### src/hw/rtl/hgdm_pkg.sv
// ----------------------------------------------------------------------------
// hgdm_pkg
// Shared types, codes and the per-gesture distance rule table of the hand
// gesture distance matcher.
// ----------------------------------------------------------------------------
package hgdm_pkg;

  localparam int COORD_W   = 16;
  localparam int NUM_SLOTS = 6;
  localparam int SLOT_W    = 3;
  localparam int GEST_W    = 3;
  localparam int IDX_W     = 3;
  // Squared limits reach 20000^2, squared distances 3 * 65535^2
  localparam int LIM_W     = 29;
  localparam int SQ_W      = 2 * COORD_W;
  localparam int DIST_W    = 34;

  // Palm normal threshold, 0.5 in Q1.14
  localparam logic signed [COORD_W-1:0] NORMAL_HALF = 16'sd8192;

  // Point slots
  localparam logic [SLOT_W-1:0] SLOT_THUMB  = 3'd0;
  localparam logic [SLOT_W-1:0] SLOT_INDEX  = 3'd1;
  localparam logic [SLOT_W-1:0] SLOT_MIDDLE = 3'd2;
  localparam logic [SLOT_W-1:0] SLOT_RING   = 3'd3;
  localparam logic [SLOT_W-1:0] SLOT_PINKY  = 3'd4;
  localparam logic [SLOT_W-1:0] SLOT_PALM   = 3'd5;

  // Item kinds
  localparam logic KIND_STORE = 1'b0;
  localparam logic KIND_EVAL  = 1'b1;

  // Gesture codes
  localparam logic [GEST_W-1:0] GEST_OPEN        = 3'd0;
  localparam logic [GEST_W-1:0] GEST_EMPTY_HOLD  = 3'd1;
  localparam logic [GEST_W-1:0] GEST_SOLID_HOLD  = 3'd2;
  localparam logic [GEST_W-1:0] GEST_POINT       = 3'd3;
  localparam logic [GEST_W-1:0] GEST_INDEX_TOUCH = 3'd4;
  localparam logic [GEST_W-1:0] GEST_PINKY_TOUCH = 3'd5;

  typedef struct packed {
    logic [SLOT_W-1:0] a;
    logic [SLOT_W-1:0] b;
    logic [LIM_W-1:0]  lo_sq;
    logic [LIM_W-1:0]  hi_sq;
  } rule_t;

  // Controller to datapath
  typedef struct packed {
    logic             store;
    logic             start;
    logic             issue;
    logic [IDX_W-1:0] rule_idx;
    logic             load_out;
  } cmd_t;

  // Datapath to controller
  typedef struct packed {
    logic pipe_busy;
    logic out_free;
  } status_t;

  // Squared limit in point units from a limit in tenths of a millimetre
  function automatic logic [LIM_W-1:0] lim_sq(input int tenth);
    int units;
    units  = tenth * 2;
    return LIM_W'(units * units);
  endfunction

  function automatic rule_t mk_rule(input logic [SLOT_W-1:0] a, input logic [SLOT_W-1:0] b,
                                    input int lo, input int hi);
    rule_t r;
    r.a     = a;
    r.b     = b;
    r.lo_sq = lim_sq(lo);
    r.hi_sq = lim_sq(hi);
    return r;
  endfunction

  function automatic logic [IDX_W-1:0] rule_count(input logic [GEST_W-1:0] g);
    logic [IDX_W-1:0] n;
    case (g)
      GEST_OPEN:        n = 3'd6;
      GEST_EMPTY_HOLD:  n = 3'd5;
      GEST_SOLID_HOLD:  n = 3'd5;
      GEST_POINT:       n = 3'd4;
      GEST_INDEX_TOUCH: n = 3'd4;
      GEST_PINKY_TOUCH: n = 3'd2;
      default:          n = 3'd0;
    endcase
    return n;
  endfunction

  function automatic logic needs_palm_up(input logic [GEST_W-1:0] g);
    return (g == GEST_INDEX_TOUCH) || (g == GEST_PINKY_TOUCH);
  endfunction

  function automatic logic gesture_known(input logic [GEST_W-1:0] g);
    return g <= GEST_PINKY_TOUCH;
  endfunction

  // Distance windows, limits in tenths of a millimetre
  function automatic rule_t rule_lookup(input logic [GEST_W-1:0] g,
                                        input logic [IDX_W-1:0] idx);
    rule_t r;
    r = '0;
    case (g)
      GEST_OPEN: begin
        case (idx)
          3'd0:    r = mk_rule(SLOT_THUMB,  SLOT_PALM,  520, 1100);
          3'd1:    r = mk_rule(SLOT_INDEX,  SLOT_PALM,  650, 1120);
          3'd2:    r = mk_rule(SLOT_MIDDLE, SLOT_PALM,  690, 1160);
          3'd3:    r = mk_rule(SLOT_RING,   SLOT_PALM,  676, 1140);
          3'd4:    r = mk_rule(SLOT_INDEX,  SLOT_THUMB, 500, 10000);
          3'd5:    r = mk_rule(SLOT_PINKY,  SLOT_THUMB, 690, 10000);
          default: r = '0;
        endcase
      end
      GEST_EMPTY_HOLD: begin
        case (idx)
          3'd0:    r = mk_rule(SLOT_INDEX,  SLOT_THUMB, 300, 700);
          3'd1:    r = mk_rule(SLOT_INDEX,  SLOT_PALM,  300, 780);
          3'd2:    r = mk_rule(SLOT_MIDDLE, SLOT_PALM,  300, 920);
          3'd3:    r = mk_rule(SLOT_RING,   SLOT_PALM,  320, 860);
          3'd4:    r = mk_rule(SLOT_PINKY,  SLOT_PALM,  390, 680);
          default: r = '0;
        endcase
      end
      GEST_SOLID_HOLD: begin
        case (idx)
          3'd0:    r = mk_rule(SLOT_INDEX,  SLOT_THUMB, 300, 700);
          3'd1:    r = mk_rule(SLOT_INDEX,  SLOT_PALM,  160, 665);
          3'd2:    r = mk_rule(SLOT_MIDDLE, SLOT_PALM,  230, 540);
          3'd3:    r = mk_rule(SLOT_RING,   SLOT_PALM,  220, 510);
          3'd4:    r = mk_rule(SLOT_PINKY,  SLOT_PALM,  250, 480);
          default: r = '0;
        endcase
      end
      GEST_POINT: begin
        case (idx)
          3'd0:    r = mk_rule(SLOT_INDEX,  SLOT_PALM,  650, 1120);
          3'd1:    r = mk_rule(SLOT_MIDDLE, SLOT_PALM,  230, 540);
          3'd2:    r = mk_rule(SLOT_RING,   SLOT_PALM,  220, 510);
          3'd3:    r = mk_rule(SLOT_PINKY,  SLOT_PALM,  250, 480);
          default: r = '0;
        endcase
      end
      GEST_INDEX_TOUCH: begin
        case (idx)
          3'd0:    r = mk_rule(SLOT_INDEX,  SLOT_THUMB, 100, 300);
          3'd1:    r = mk_rule(SLOT_MIDDLE, SLOT_PALM,  690, 1160);
          3'd2:    r = mk_rule(SLOT_RING,   SLOT_PALM,  676, 1140);
          3'd3:    r = mk_rule(SLOT_PINKY,  SLOT_PALM,  650, 1010);
          default: r = '0;
        endcase
      end
      GEST_PINKY_TOUCH: begin
        case (idx)
          3'd0:    r = mk_rule(SLOT_INDEX,  SLOT_THUMB, 650, 1120);
          3'd1:    r = mk_rule(SLOT_PINKY,  SLOT_THUMB, 100, 680);
          default: r = '0;
        endcase
      end
      default: r = '0;
    endcase
    return r;
  endfunction

endpackage

### src/hw/rtl/hgdm_if.sv
// ----------------------------------------------------------------------------
// hgdm_if
// Valid/ready channel interfaces for input items and results.
// ----------------------------------------------------------------------------
interface hgdm_item_if;
  logic                valid;
  logic                ready;
  logic                kind;
  logic [2:0]          slot;
  logic signed [15:0]  coord_x;
  logic signed [15:0]  coord_y;
  logic signed [15:0]  coord_z;
  logic [2:0]          gesture;

  modport source (output valid, kind, slot, coord_x, coord_y, coord_z, gesture,
                  input ready);
  modport sink   (input valid, kind, slot, coord_x, coord_y, coord_z, gesture,
                  output ready);
endinterface

interface hgdm_result_if;
  logic valid;
  logic ready;
  logic match;
  logic palm_up;

  modport source (output valid, match, palm_up, input ready);
  modport sink   (input valid, match, palm_up, output ready);
endinterface

### src/hw/rtl/hgdm_dp.sv
// ----------------------------------------------------------------------------
// hgdm_dp
// Datapath: point store, two-stage distance pipeline, window accumulator and
// result register.
// ----------------------------------------------------------------------------
module hgdm_dp (
  input  logic                          clk,
  input  logic                          rst,
  input  hgdm_pkg::cmd_t                cmd,
  input  logic [hgdm_pkg::SLOT_W-1:0]   in_slot,
  input  logic signed [15:0]            in_x,
  input  logic signed [15:0]            in_y,
  input  logic signed [15:0]            in_z,
  input  logic [hgdm_pkg::GEST_W-1:0]   in_gesture,
  output hgdm_pkg::status_t             status,
  output logic                          out_valid,
  input  logic                          out_ready,
  output logic                          match,
  output logic                          palm_up
);
  import hgdm_pkg::*;

  // Point store, one entry per slot, x in the low bits
  logic [3*COORD_W-1:0] mem [NUM_SLOTS];
  logic [NUM_SLOTS-1:0] slot_valid;

  logic [GEST_W-1:0] gesture_r;
  logic              palm_up_r;
  logic              ok_acc;

  rule_t             rule;

  // Stage 1: read both points
  logic                 v1;
  logic [3*COORD_W-1:0] rd_a;
  logic [3*COORD_W-1:0] rd_b;
  logic                 va1;
  logic                 vb1;
  logic [LIM_W-1:0]     lo1;
  logic [LIM_W-1:0]     hi1;

  // Stage 2: squared components
  logic                 v2;
  logic [SQ_W-1:0]      sq2 [3];
  logic [LIM_W-1:0]     lo2;
  logic [LIM_W-1:0]     hi2;

  logic [3*COORD_W-1:0] pa;
  logic [3*COORD_W-1:0] pb;
  logic [COORD_W-1:0]   mag [3];
  logic [DIST_W-1:0]    dist_sq;
  logic                 pass;

  assign rule = rule_lookup(gesture_r, cmd.rule_idx);

  // Write the point store; an out-of-range slot is dropped
  always_ff @(posedge clk) begin
    if (cmd.store && (in_slot < SLOT_W'(NUM_SLOTS))) begin
      mem[in_slot] <= {in_z, in_y, in_x};
    end
  end

  // Track written slots; an unwritten slot reads as zero
  always_ff @(posedge clk) begin
    if (rst) begin
      slot_valid <= '0;
    end else if (cmd.store && (in_slot < SLOT_W'(NUM_SLOTS))) begin
      slot_valid[in_slot] <= 1'b1;
    end
  end

  // Latch gesture and palm orientation of an evaluate transaction
  always_ff @(posedge clk) begin
    if (cmd.start) begin
      gesture_r <= in_gesture;
      palm_up_r <= (in_x < NORMAL_HALF) && (in_y < 0) && (in_z < 0);
    end
  end

  // Stage 1 registers
  always_ff @(posedge clk) begin
    rd_a <= mem[rule.a];
    rd_b <= mem[rule.b];
    va1  <= slot_valid[rule.a];
    vb1  <= slot_valid[rule.b];
    lo1  <= rule.lo_sq;
    hi1  <= rule.hi_sq;
  end

  // Per-axis absolute difference
  always_comb begin
    logic signed [COORD_W:0] diff;
    pa = va1 ? rd_a : '0;
    pb = vb1 ? rd_b : '0;
    for (int k = 0; k < 3; k++) begin
      diff   = 17'(signed'(pa[k*COORD_W +: COORD_W])) - 17'(signed'(pb[k*COORD_W +: COORD_W]));
      mag[k] = diff[COORD_W] ? COORD_W'(-diff) : diff[COORD_W-1:0];
    end
  end

  // Stage 2 registers: one square per axis
  always_ff @(posedge clk) begin
    for (int k = 0; k < 3; k++) begin
      sq2[k] <= SQ_W'(mag[k]) * SQ_W'(mag[k]);
    end
    lo2 <= lo1;
    hi2 <= hi1;
  end

  // Sum and window compare
  assign dist_sq = DIST_W'(sq2[0]) + DIST_W'(sq2[1]) + DIST_W'(sq2[2]);
  assign pass    = (dist_sq >= DIST_W'(lo2)) && (dist_sq <= DIST_W'(hi2));

  // Advance pipeline valid flags
  always_ff @(posedge clk) begin
    if (rst) begin
      v1 <= 1'b0;
      v2 <= 1'b0;
    end else begin
      v1 <= cmd.issue;
      v2 <= v1;
    end
  end

  // Accumulate window results
  always_ff @(posedge clk) begin
    if (cmd.start) begin
      ok_acc <= 1'b1;
    end else if (v2) begin
      ok_acc <= ok_acc & pass;
    end
  end

  // Result register: hold until taken
  always_ff @(posedge clk) begin
    if (rst) begin
      out_valid <= 1'b0;
    end else if (cmd.load_out) begin
      out_valid <= 1'b1;
    end else if (out_ready) begin
      out_valid <= 1'b0;
    end
  end

  always_ff @(posedge clk) begin
    if (cmd.load_out) begin
      match   <= gesture_known(gesture_r) && ok_acc &&
                 (!needs_palm_up(gesture_r) || palm_up_r);
      palm_up <= palm_up_r;
    end
  end

  assign status.pipe_busy = v1 | v2;
  assign status.out_free  = !out_valid || out_ready;

  // Stages advance in order
  a_stage_order: assert property (@(posedge clk) disable iff (rst) v2 |-> $past(v1))
    else $error("distance stage 2 valid without stage 1");

  // No result load while rules are still in flight
  a_load_drained: assert property (@(posedge clk) disable iff (rst)
    cmd.load_out |-> (!v1 && !v2))
    else $error("result loaded before pipeline drained");

  // A new evaluation never starts over an unfinished one
  a_start_idle: assert property (@(posedge clk) disable iff (rst)
    cmd.start |-> (!v1 && !v2 && !cmd.issue))
    else $error("evaluation started while pipeline busy");

endmodule

### src/hw/rtl/hgdm_ctrl.sv
// ----------------------------------------------------------------------------
// hgdm_ctrl
// Controller: accepts transactions, steps through the gesture's rules and
// hands the finished result to the output register.
// ----------------------------------------------------------------------------
module hgdm_ctrl (
  input  logic                        clk,
  input  logic                        rst,
  input  logic                        in_valid,
  input  logic                        in_kind,
  input  logic [hgdm_pkg::GEST_W-1:0] in_gesture,
  output logic                        in_ready,
  input  hgdm_pkg::status_t           status,
  output hgdm_pkg::cmd_t              cmd
);
  import hgdm_pkg::*;

  typedef enum logic [2:0] {
    ST_IDLE  = 3'b001,
    ST_ISSUE = 3'b010,
    ST_DRAIN = 3'b100
  } state_t;

  state_t           state;
  state_t           state_next;
  logic [IDX_W-1:0] rule_idx;
  logic [IDX_W-1:0] rule_idx_next;
  logic [IDX_W-1:0] rule_cnt;
  logic [IDX_W-1:0] rule_cnt_next;
  logic             accept;

  assign in_ready = (state == ST_IDLE);
  assign accept   = in_valid && in_ready;

  // Next state and commands
  always_comb begin
    state_next    = state;
    rule_idx_next = rule_idx;
    rule_cnt_next = rule_cnt;
    cmd           = '0;
    cmd.rule_idx  = rule_idx;
    unique case (state)
      ST_IDLE: begin
        if (accept && (in_kind == KIND_STORE)) begin
          cmd.store = 1'b1;
        end else if (accept) begin
          cmd.start     = 1'b1;
          rule_idx_next = '0;
          rule_cnt_next = rule_count(in_gesture);
          state_next    = (rule_count(in_gesture) == '0) ? ST_DRAIN : ST_ISSUE;
        end
      end
      ST_ISSUE: begin
        cmd.issue = 1'b1;
        if (rule_idx == rule_cnt - IDX_W'(1)) begin
          state_next = ST_DRAIN;
        end else begin
          rule_idx_next = rule_idx + IDX_W'(1);
        end
      end
      ST_DRAIN: begin
        if (!status.pipe_busy && status.out_free) begin
          cmd.load_out = 1'b1;
          state_next   = ST_IDLE;
        end
      end
      default: begin
        state_next = ST_IDLE;
      end
    endcase
  end

  always_ff @(posedge clk) begin
    if (rst) begin
      state    <= ST_IDLE;
      rule_idx <= '0;
      rule_cnt <= '0;
    end else begin
      state    <= state_next;
      rule_idx <= rule_idx_next;
      rule_cnt <= rule_cnt_next;
    end
  end

  // Rule index stays inside the gesture's rule list
  a_idx_range: assert property (@(posedge clk) disable iff (rst)
    (state == ST_ISSUE) |-> (rule_idx < rule_cnt))
    else $error("rule index beyond rule count");

  // Result is only handed over when the output register can take it
  a_load_free: assert property (@(posedge clk) disable iff (rst)
    cmd.load_out |-> status.out_free)
    else $error("result loaded over a waiting result");

endmodule

### src/hw/rtl/hand_gesture_distance_match.sv
// ----------------------------------------------------------------------------
// hand_gesture_distance_match
// Classifies a tracked hand pose from stored fingertip and palm points.
// ----------------------------------------------------------------------------
// Usage:
//   item   (sink)   store transactions (kind 0) write one point into a slot;
//                   evaluate transactions (kind 1) carry the palm normal and
//                   a gesture code.
//   result (source) one transaction per evaluate: match and palm_up.
// Timing:
//   A store keeps the input ready; the next transaction is accepted at once.
//   An evaluate steps through the gesture's N distance rules (N = 2..6, 0 for
//   unknown codes) one per cycle through a two-stage read/square pipeline;
//   the controller then waits until the pipeline has drained and the result
//   register is free, loads the result and makes the input ready again.
//   The input is not ready during an evaluate, so evaluates never overlap in
//   the single distance pipeline.
// Reset:
//   rst (synchronous) clears the control state and marks every point slot as
//   unwritten, so unwritten points read as zero.
// Stall:
//   The result register holds a finished result until it is taken; the block
//   keeps accepting stores meanwhile, and the next evaluate waits only if it
//   finishes while the previous result is still waiting.
// ----------------------------------------------------------------------------
module hand_gesture_distance_match (
  input  logic         clk,
  input  logic         rst,
  hgdm_item_if.sink    item,
  hgdm_result_if.source result
);
  import hgdm_pkg::*;

  cmd_t    cmd;
  status_t status;
  logic    in_ready;

  assign item.ready = in_ready;

  hgdm_ctrl u_ctrl (
    .clk        (clk),
    .rst        (rst),
    .in_valid   (item.valid),
    .in_kind    (item.kind),
    .in_gesture (item.gesture),
    .in_ready   (in_ready),
    .status     (status),
    .cmd        (cmd)
  );

  hgdm_dp u_dp (
    .clk        (clk),
    .rst        (rst),
    .cmd        (cmd),
    .in_slot    (item.slot),
    .in_x       (item.coord_x),
    .in_y       (item.coord_y),
    .in_z       (item.coord_z),
    .in_gesture (item.gesture),
    .status     (status),
    .out_valid  (result.valid),
    .out_ready  (result.ready),
    .match      (result.match),
    .palm_up    (result.palm_up)
  );

endmodule
### src/flat_wrapper.sv
// flat-port wrapper written by rule: the top's interface ports become plain ports
module hand_gesture_distance_match_flat import hgdm_pkg::*;
  (clk, rst, item_valid, item_kind, item_slot, item_coord_x, item_coord_y, item_coord_z, item_gesture, item_ready, result_valid, result_match, result_palm_up, result_ready);
  hgdm_item_if item_i ();
  hgdm_result_if result_i ();
  input  logic clk;
  input  logic rst;
  input wire logic [$bits(item_i.valid)-1:0] item_valid;
  input wire logic [$bits(item_i.kind)-1:0] item_kind;
  input wire logic [$bits(item_i.slot)-1:0] item_slot;
  input wire logic [$bits(item_i.coord_x)-1:0] item_coord_x;
  input wire logic [$bits(item_i.coord_y)-1:0] item_coord_y;
  input wire logic [$bits(item_i.coord_z)-1:0] item_coord_z;
  input wire logic [$bits(item_i.gesture)-1:0] item_gesture;
  output wire logic [$bits(item_i.ready)-1:0] item_ready;
  output wire logic [$bits(result_i.valid)-1:0] result_valid;
  output wire logic [$bits(result_i.match)-1:0] result_match;
  output wire logic [$bits(result_i.palm_up)-1:0] result_palm_up;
  input wire logic [$bits(result_i.ready)-1:0] result_ready;
  assign item_i.valid = item_valid;
  assign item_i.kind = item_kind;
  assign item_i.slot = item_slot;
  assign item_i.coord_x = item_coord_x;
  assign item_i.coord_y = item_coord_y;
  assign item_i.coord_z = item_coord_z;
  assign item_i.gesture = item_gesture;
  assign item_ready = item_i.ready;
  assign result_valid = result_i.valid;
  assign result_match = result_i.match;
  assign result_palm_up = result_i.palm_up;
  assign result_i.ready = result_ready;
  hand_gesture_distance_match u_core (.clk(clk), .rst(rst), .item(item_i), .result(result_i));
endmodule
### config.mk
export PLATFORM = sky130hd
export DESIGN_NAME = hand_gesture_distance_match_flat
export DESIGN_NICKNAME = d
export VERILOG_FILES = /design/src/hw/rtl/hgdm_pkg.sv /design/src/hw/rtl/hgdm_if.sv /design/src/hw/rtl/hgdm_dp.sv /design/src/hw/rtl/hgdm_ctrl.sv /design/src/hw/rtl/hand_gesture_distance_match.sv /design/src/flat_wrapper.sv
export SDC_FILE = /design/constraint.sdc
export NUM_CORES = 2
export LEC_CHECK = 0
export BUFFER_PORTS_ARGS = -buffer_cell sky130_fd_sc_hd__clkbuf_2
export CORE_ASPECT_RATIO = 0.7
export CORE_MARGIN = 1
export CORE_UTILIZATION = 60
export CTS_CLUSTER_SIZE = 24
export DETAILED_ROUTE_END_ITERATION = 10
export PLACE_DENSITY = 0.78
export SLEW_MARGIN = 20
export SYNTH_ARGS = -nofsm -noshare
export SYNTH_HDL_FRONTEND = slang
export SYNTH_HIERARCHICAL = 1
export SYNTH_SLANG_ARGS = --single-unit
### constraint.sdc
create_clock -name clk -period 26.9 [get_ports clk]
set_input_delay 1.345 -clock clk [delete_from_list [all_inputs] [get_ports clk]]
set_output_delay 1.345 -clock clk [all_outputs]
set_load 0.02 [all_outputs]
# Word level (Yosys, flattened, before mapping)
# Memory sizes are Yosys's and may differ from the RTL's. A register that Yosys moved wholly into a read port is not among the register bits.
# Index checks and enable logic that the tools add are counted.
totals:
  regBits: 143
  ramBits: 384
  word_cells: 143
  memories: 2
classes:
  n_addsub: 10
  multipliers: 3
  n_lt_le_gt_ge: 11
  n_eq_ne: 24
  muxes: 43
  bitwise_logic: 5
  reduce_logical: 27
mem_list:
  columns: ["memory", "words", "width", "read_ports", "rd_ports_with_merged_regs", "wr", "line_no", "rtl"]
  rows:
  - ["u_core.u_dp.mem", 6, 48, 2, 2, 1, "hgdm_dp.sv:24", "logic [3*COORD_W-1:0] mem [NUM_SLOTS];"]
  - ["u_core.u_dp.sq2", 3, 32, 3, 0, 3, "hgdm_dp.sv:44", "logic [SQ_W-1:0] sq2 [3];"]
op_table:
  columns: ["operator", "n"]
  rows:
  - ["one-hot mux 64 bit (6 select lines)", 2]
  - ["one-hot mux 64 bit (5 select lines)", 2]
  - ["one-hot mux 64 bit (4 select lines)", 2]
  - ["one-hot mux 64 bit (2 select lines)", 1]
  - ["multiplier 16 x 16 -> 32 bit", 3]
  - ["2-to-1 mux 48 bit", 2]
  - ["subtractor 16 x 16 -> 17 bit", 3]
  - ["2-to-1 mux 16 bit", 3]
  - ["negation 16 bit", 3]
  - ["adder 33 x 32 -> 34 bit", 1]
  - [">= comparator 34 x 29 -> 1 bit", 1]
  - ["less-or-equal comparator 34 x 29 -> 1 bit", 1]
  - ["adder 32 x 32 -> 33 bit", 1]
  - ["2-to-1 mux 3 bit", 11]
  - ["< comparator 16 x 1 -> 1 bit (second input constant)", 2]
  - ["== test 3 x 2 -> 1 bit (second input constant)", 7]
  - ["== test 3 bit (second input constant)", 7]
  - ["< comparator 16 x 15 -> 1 bit (second input constant)", 1]
  - ["2-to-1 mux 1 bit", 13]
  - ["== test 3 x 1 -> 1 bit (second input constant)", 4]
  - ["zero test 3 bit", 4]
  - ["< comparator 3 x 4 -> 1 bit (second input constant)", 3]
  - ["one-hot mux 3 bit (4 select lines)", 1]
  - ["logical AND 1 bit", 10]
  - ["other kinds (23)", 35]

# Logic depth before layout (Yosys ltp)
logic_depth:
  depth_word: 11
  ltp_mapped: 42
  mapped_depth_nobuf: 40

# Modules after synthesis
# Netlist, hierarchy kept.
by_module_without_submodules:
  columns: ["mod", "n_inst", "cells_per_inst", "area_each_um2", "seq_area_each_um2"]
  rows:
  - ["hgdm_dp", 1, 4452, 46263.1, 14253.7]
  - ["hgdm_ctrl", 1, 69, 620.6, 180.2]

# Least setup slack after synthesis
# Ideal clock, no wire load.
synth_timing:
  kind: "flip-flop to flip-flop"
  from: "register u_core.u_dp.vb1"
  to: "memory u_core/u_dp/sq2[0][63] in the netlist's numbering"
  setup_time_ps: 129
  arrival_ps: 9341
  slack_ps: 17430
  path_stages_with_launch: 38
  period_less_slack_ps: 9470
  path_cell_list: "dfxtp_1 -> clkbuf_1 -> and2_1 -> ha_1 -> inv_1 -> fa_1 -> a211oi_2 -> o21ai_1 -> a2111oi_2 -> o31a_1 -> o21ai_1 -> nor2_1 -> mux2i_1 -> clkbuf_1 -> a21oi_1 -> xor2_1 -> clkbuf_1 -> nand2_1 -> [... 2 more ...] -> fa_1 -> fa_1 -> fa_1 -> fa_1 -> inv_1 -> fa_1 -> inv_1 -> ha_1 -> a21o_1 -> a21o_1 -> a21o_1 -> o21ai_0 -> nand3_1 -> a221o_1 -> a21oi_1 -> o211ai_1 -> a21oi_1 -> xnor3_1"
synth_rtl:
  columns: ["element", "line_no", "rtl"]
  rows:
  - ["start, declared", "hgdm_dp.sv:38", "logic vb1;"]
  - ["start signal, assigned", "hgdm_dp.sv:85", "vb1 <= slot_valid[rule.b];"]
  - ["end, declared", "hgdm_dp.sv:44", null]

==> qor.yml <==
grt_usage: 0.278
cts_resized: 0
cts_buffer_depth: 3
detail-route-antenna-nets: 0
synth_edf_count: 294
cts_sinks: 574
synth_ff_type: "edfxtp_1"
synthMuxAreaShare: 0.0494
portBuffers: 62
ir_worst_vdd_mv: 0.130
cap_violations: 0
critPathCaptureType: "flip-flop"
h-tree-depth: 2
clk_latency_ps: 640
powerDensity_nw_per_um2: 129
num_rows: 85
worst_path_max_delay_cell: "xor2_1"
synth_compound_area_frac: 0.0934
outcome: "completed"
worstPathMaxFanout: 43
synth_top_family_by_area: "adder cells"
synth_xor_area_frac: 0.0391
max_freq_mhz: 90.5
cts-hold-fix-buffers: 0
grt_pass1_wl_mm: 173
synthCells: 4521
ctsRootBufferMaster: "clkbuf_16"
fin_crit_sh: 0.411
crit_arrival_ps: 11570
vias: 32200
drc_errors: 0
synth_seq_cells: 574
post-cts-setup-buffers: 0
layout-drive-gt1-share: 0.0934
overflow: 0
synth_warnings: 6
cts_made_buffers: 55
grt_antenna_before_repair: 6
wl_mm: 107
slew-limit-headroom: 0.242
dr.pass1.iters: 7
synth_area_sq_um: 46900
hold_viol: 0
path_class: "reg2reg"
drt_iter0_drc: 2962
final_util: 0.653
ys_types: 103
rsz0062_at_grt: "false"
seq_area_frac_synth: 0.308
ioPinCount: 63
p_leak_nw: 23.6
area_growth_pct: 7.37
die-area_sq_um: 79300
die_w_microns: 336
tightest_slew_ps: 1130
path_clk_slew_ps: 70
first_global_vias: 32400
wire_per_inst_microns: 18.9
worstPathRequired_ps: 27420
die_y_microns: 236
async_flop_share: 0
slowest_delay_ps: 670
cp-start-kind: "flip-flop"
synth-adder-area-share: 0.332
hold_class: "reg2reg"
crit_top_cell: "fa_1"
finalMaxSlewViolations: 0
grt_max_degree: 59
initial_core_util: 0.608
nNetsFinal: 5569
syn_avg_cell_area_sq_um: 10.4
tns_ps: 0
vias_per_cell: 5.68
most-common-layout-cells: "inv_1 (790), fa_1 (521), ha_1 (411)"
place.gp.congestion: 0.935
post-route-min-period_ps: 11050
setup_viol: 0
cts_tree: "done"
synth-simple-area-share: 0.103
fin_skew_ps: 13.3
final_common_cell: "inv_1"
place_hpwl_mm: 81.0
coreArea_sq_um: 77100
flip-flops by register name, indices dropped and copies added, names as in the netlist:
| name | flops |
|---|---|
| u_core/u_dp/sq2 | 93 |
| u_core/u_dp/slot_valid | 6 |
| u_core/u_dp/rd_a | 48 |
| u_core/u_dp/lo2 | 16 |
| u_core/u_dp/va1 | 1 |
| u_core/u_dp/rd_b | 48 |
| u_core/u_dp/lo1 | 16 |
| u_core/u_dp/mem | 288 |
| u_core/u_dp/vb1 | 1 |
| u_core/u_dp/gesture_r | 3 |
| u_core/u_ctrl/rule_idx | 3 |
| u_core/u_dp/palm_up | 1 |
| u_core/u_dp/v2 | 1 |
| u_core/u_dp/match | 1 |
| u_core/u_dp/hi1 | 19 |
| u_core/u_dp/out_valid | 1 |
| u_core/u_dp/v1 | 1 |
| u_core/u_dp/palm_up_r | 1 |
| u_core/u_ctrl/state | 3 |
| u_core/u_ctrl/rule_cnt | 3 |
| u_core/u_dp/ok_acc | 1 |
| u_core/u_dp/hi2 | 19 |
cell families after synthesis:
logic type	count (synthesis)
buffers and inverters	926
other	2
AND/OR/NAND/NOR	1049
multiplexers	157
XOR/XNOR	204
AO/OA/AOI/OAI	677
flip-flops	574
adder cells (fa/ha/maj)	932
critical path, delay by kind of cell (launching register included):
kind / cells / cell delay (ps)
multiplexers: 1 / 280
AO/OA/AOI/OAI: 10 / 2390
XOR/XNOR: 2 / 990
AND/OR/NAND/NOR: 8 / 1720
adder cells (fa/ha/maj): 9 / 3940
buffers and inverters: 7 / 1190
flip-flops: 1 / 370
per-stage QoR:
stage | power (mW) | worst slack [ps] | instances | instance area (sq um) | hold slack, ps
finish | 6.49 | 15850 | 5671 | 50300 | 325
global route | 7.11 | 15170 | 5669 | 50300 | 332
CTS | 6.45 | 15920 | 5668 | 50300 | 329
detailed placement | 5.63 | 15940 | 5565 | 48500 | 313
global placement | 5.51 | 16290 | 5565 | 48500 | 311
floorplan | 4.46 | 17430 | 4522 | 46900 | 310
Yosys cell counts, types with 8 or more instances:
| master | instances | area (sq um) |
|---|---|---|
| nand4_1 | 15 | 93.8 |
| edfxtp_1 | 294 | 8830 |
| o21a_1 | 45 | 338 |
| nand3_1 | 58 | 290 |
| nor2b_1 | 48 | 300 |
| dfxtp_1 | 280 | 5610 |
| o211ai_1 | 11 | 82.6 |
| and3_1 | 16 | 100 |
| buf_1 | 13 | 48.8 |
| xnor2_1 | 129 | 1130 |
| nor3_1 | 41 | 205 |
| a21o_1 | 60 | 450 |
| o21ai_0 | 136 | 681 |
| ha_1 | 411 | 5140 |
| or2_2 | 21 | 131 |
| xor2_1 | 71 | 622 |
| inv_1 | 790 | 2970 |
| o21bai_1 | 20 | 150 |
| or3_1 | 12 | 75.1 |
| a31oi_1 | 19 | 119 |
| clkbuf_1 | 89 | 334 |
| and2_1 | 70 | 438 |
| nand2b_1 | 43 | 269 |
| fa_1 | 521 | 10400 |
| a21oi_1 | 210 | 1050 |
| mux2_2 | 103 | 1160 |
| a211oi_1 | 16 | 120 |
| nor4_1 | 11 | 68.8 |
| nand2_1 | 322 | 1210 |
| o31ai_1 | 23 | 173 |
| mux4_2 | 49 | 1100 |
| o21ai_1 | 8 | 40.0 |
| o22ai_1 | 17 | 106 |
| inv_2 | 19 | 71.3 |
| nor2_1 | 352 | 1320 |
cell type report:
type	instances	area [sq um]
multi-input cells	3022	29000
fillers	5896	26800
flip-flops and latches	574	14400
inverters	814	3060
clock buffers	83	1580
well taps	1044	1310
repair buffers	111	678
clock inverters	20	239
diodes	3	7.51
routing by layer:
layer | vias up | global-route usage | part of all wire
li1 | 15000 | - | -
met1 | 15700 | 0.427 | 0.47
met2 | 1274 | 0.403 | 0.42
met3 | 157 | 0.0566 | 0.088
met4 | 6 | 0.0659 | 0.021
met5 | - | 0 | 0.00036
final timing paths:
| check | from | to | slack [ps] | cells past startpoint |
|---|---|---|---|---|
| max reg2reg | u_core/u_dp/vb1 | u_core/u_dp/sq2[0][63] | 15850 | 37 |
| min reg2reg | u_core/u_dp/hi1[26] | u_core/u_dp/hi2[26] | 320 | 0 |
| max | u_core/u_dp/vb1 | u_core/u_dp/sq2[0][63] | 15850 | 37 |
| min | u_core/u_dp/hi1[26] | u_core/u_dp/hi2[26] | 320 | 0 |
where the power goes:
group / internal (mW) / switching (mW)
Clock: 0.431 / 0.345
Combinational: 1.89 / 2.73
Sequential: 1.03 / 0.0512
Total: 3.36 / 3.13
(Power assumes the default switching activity.)
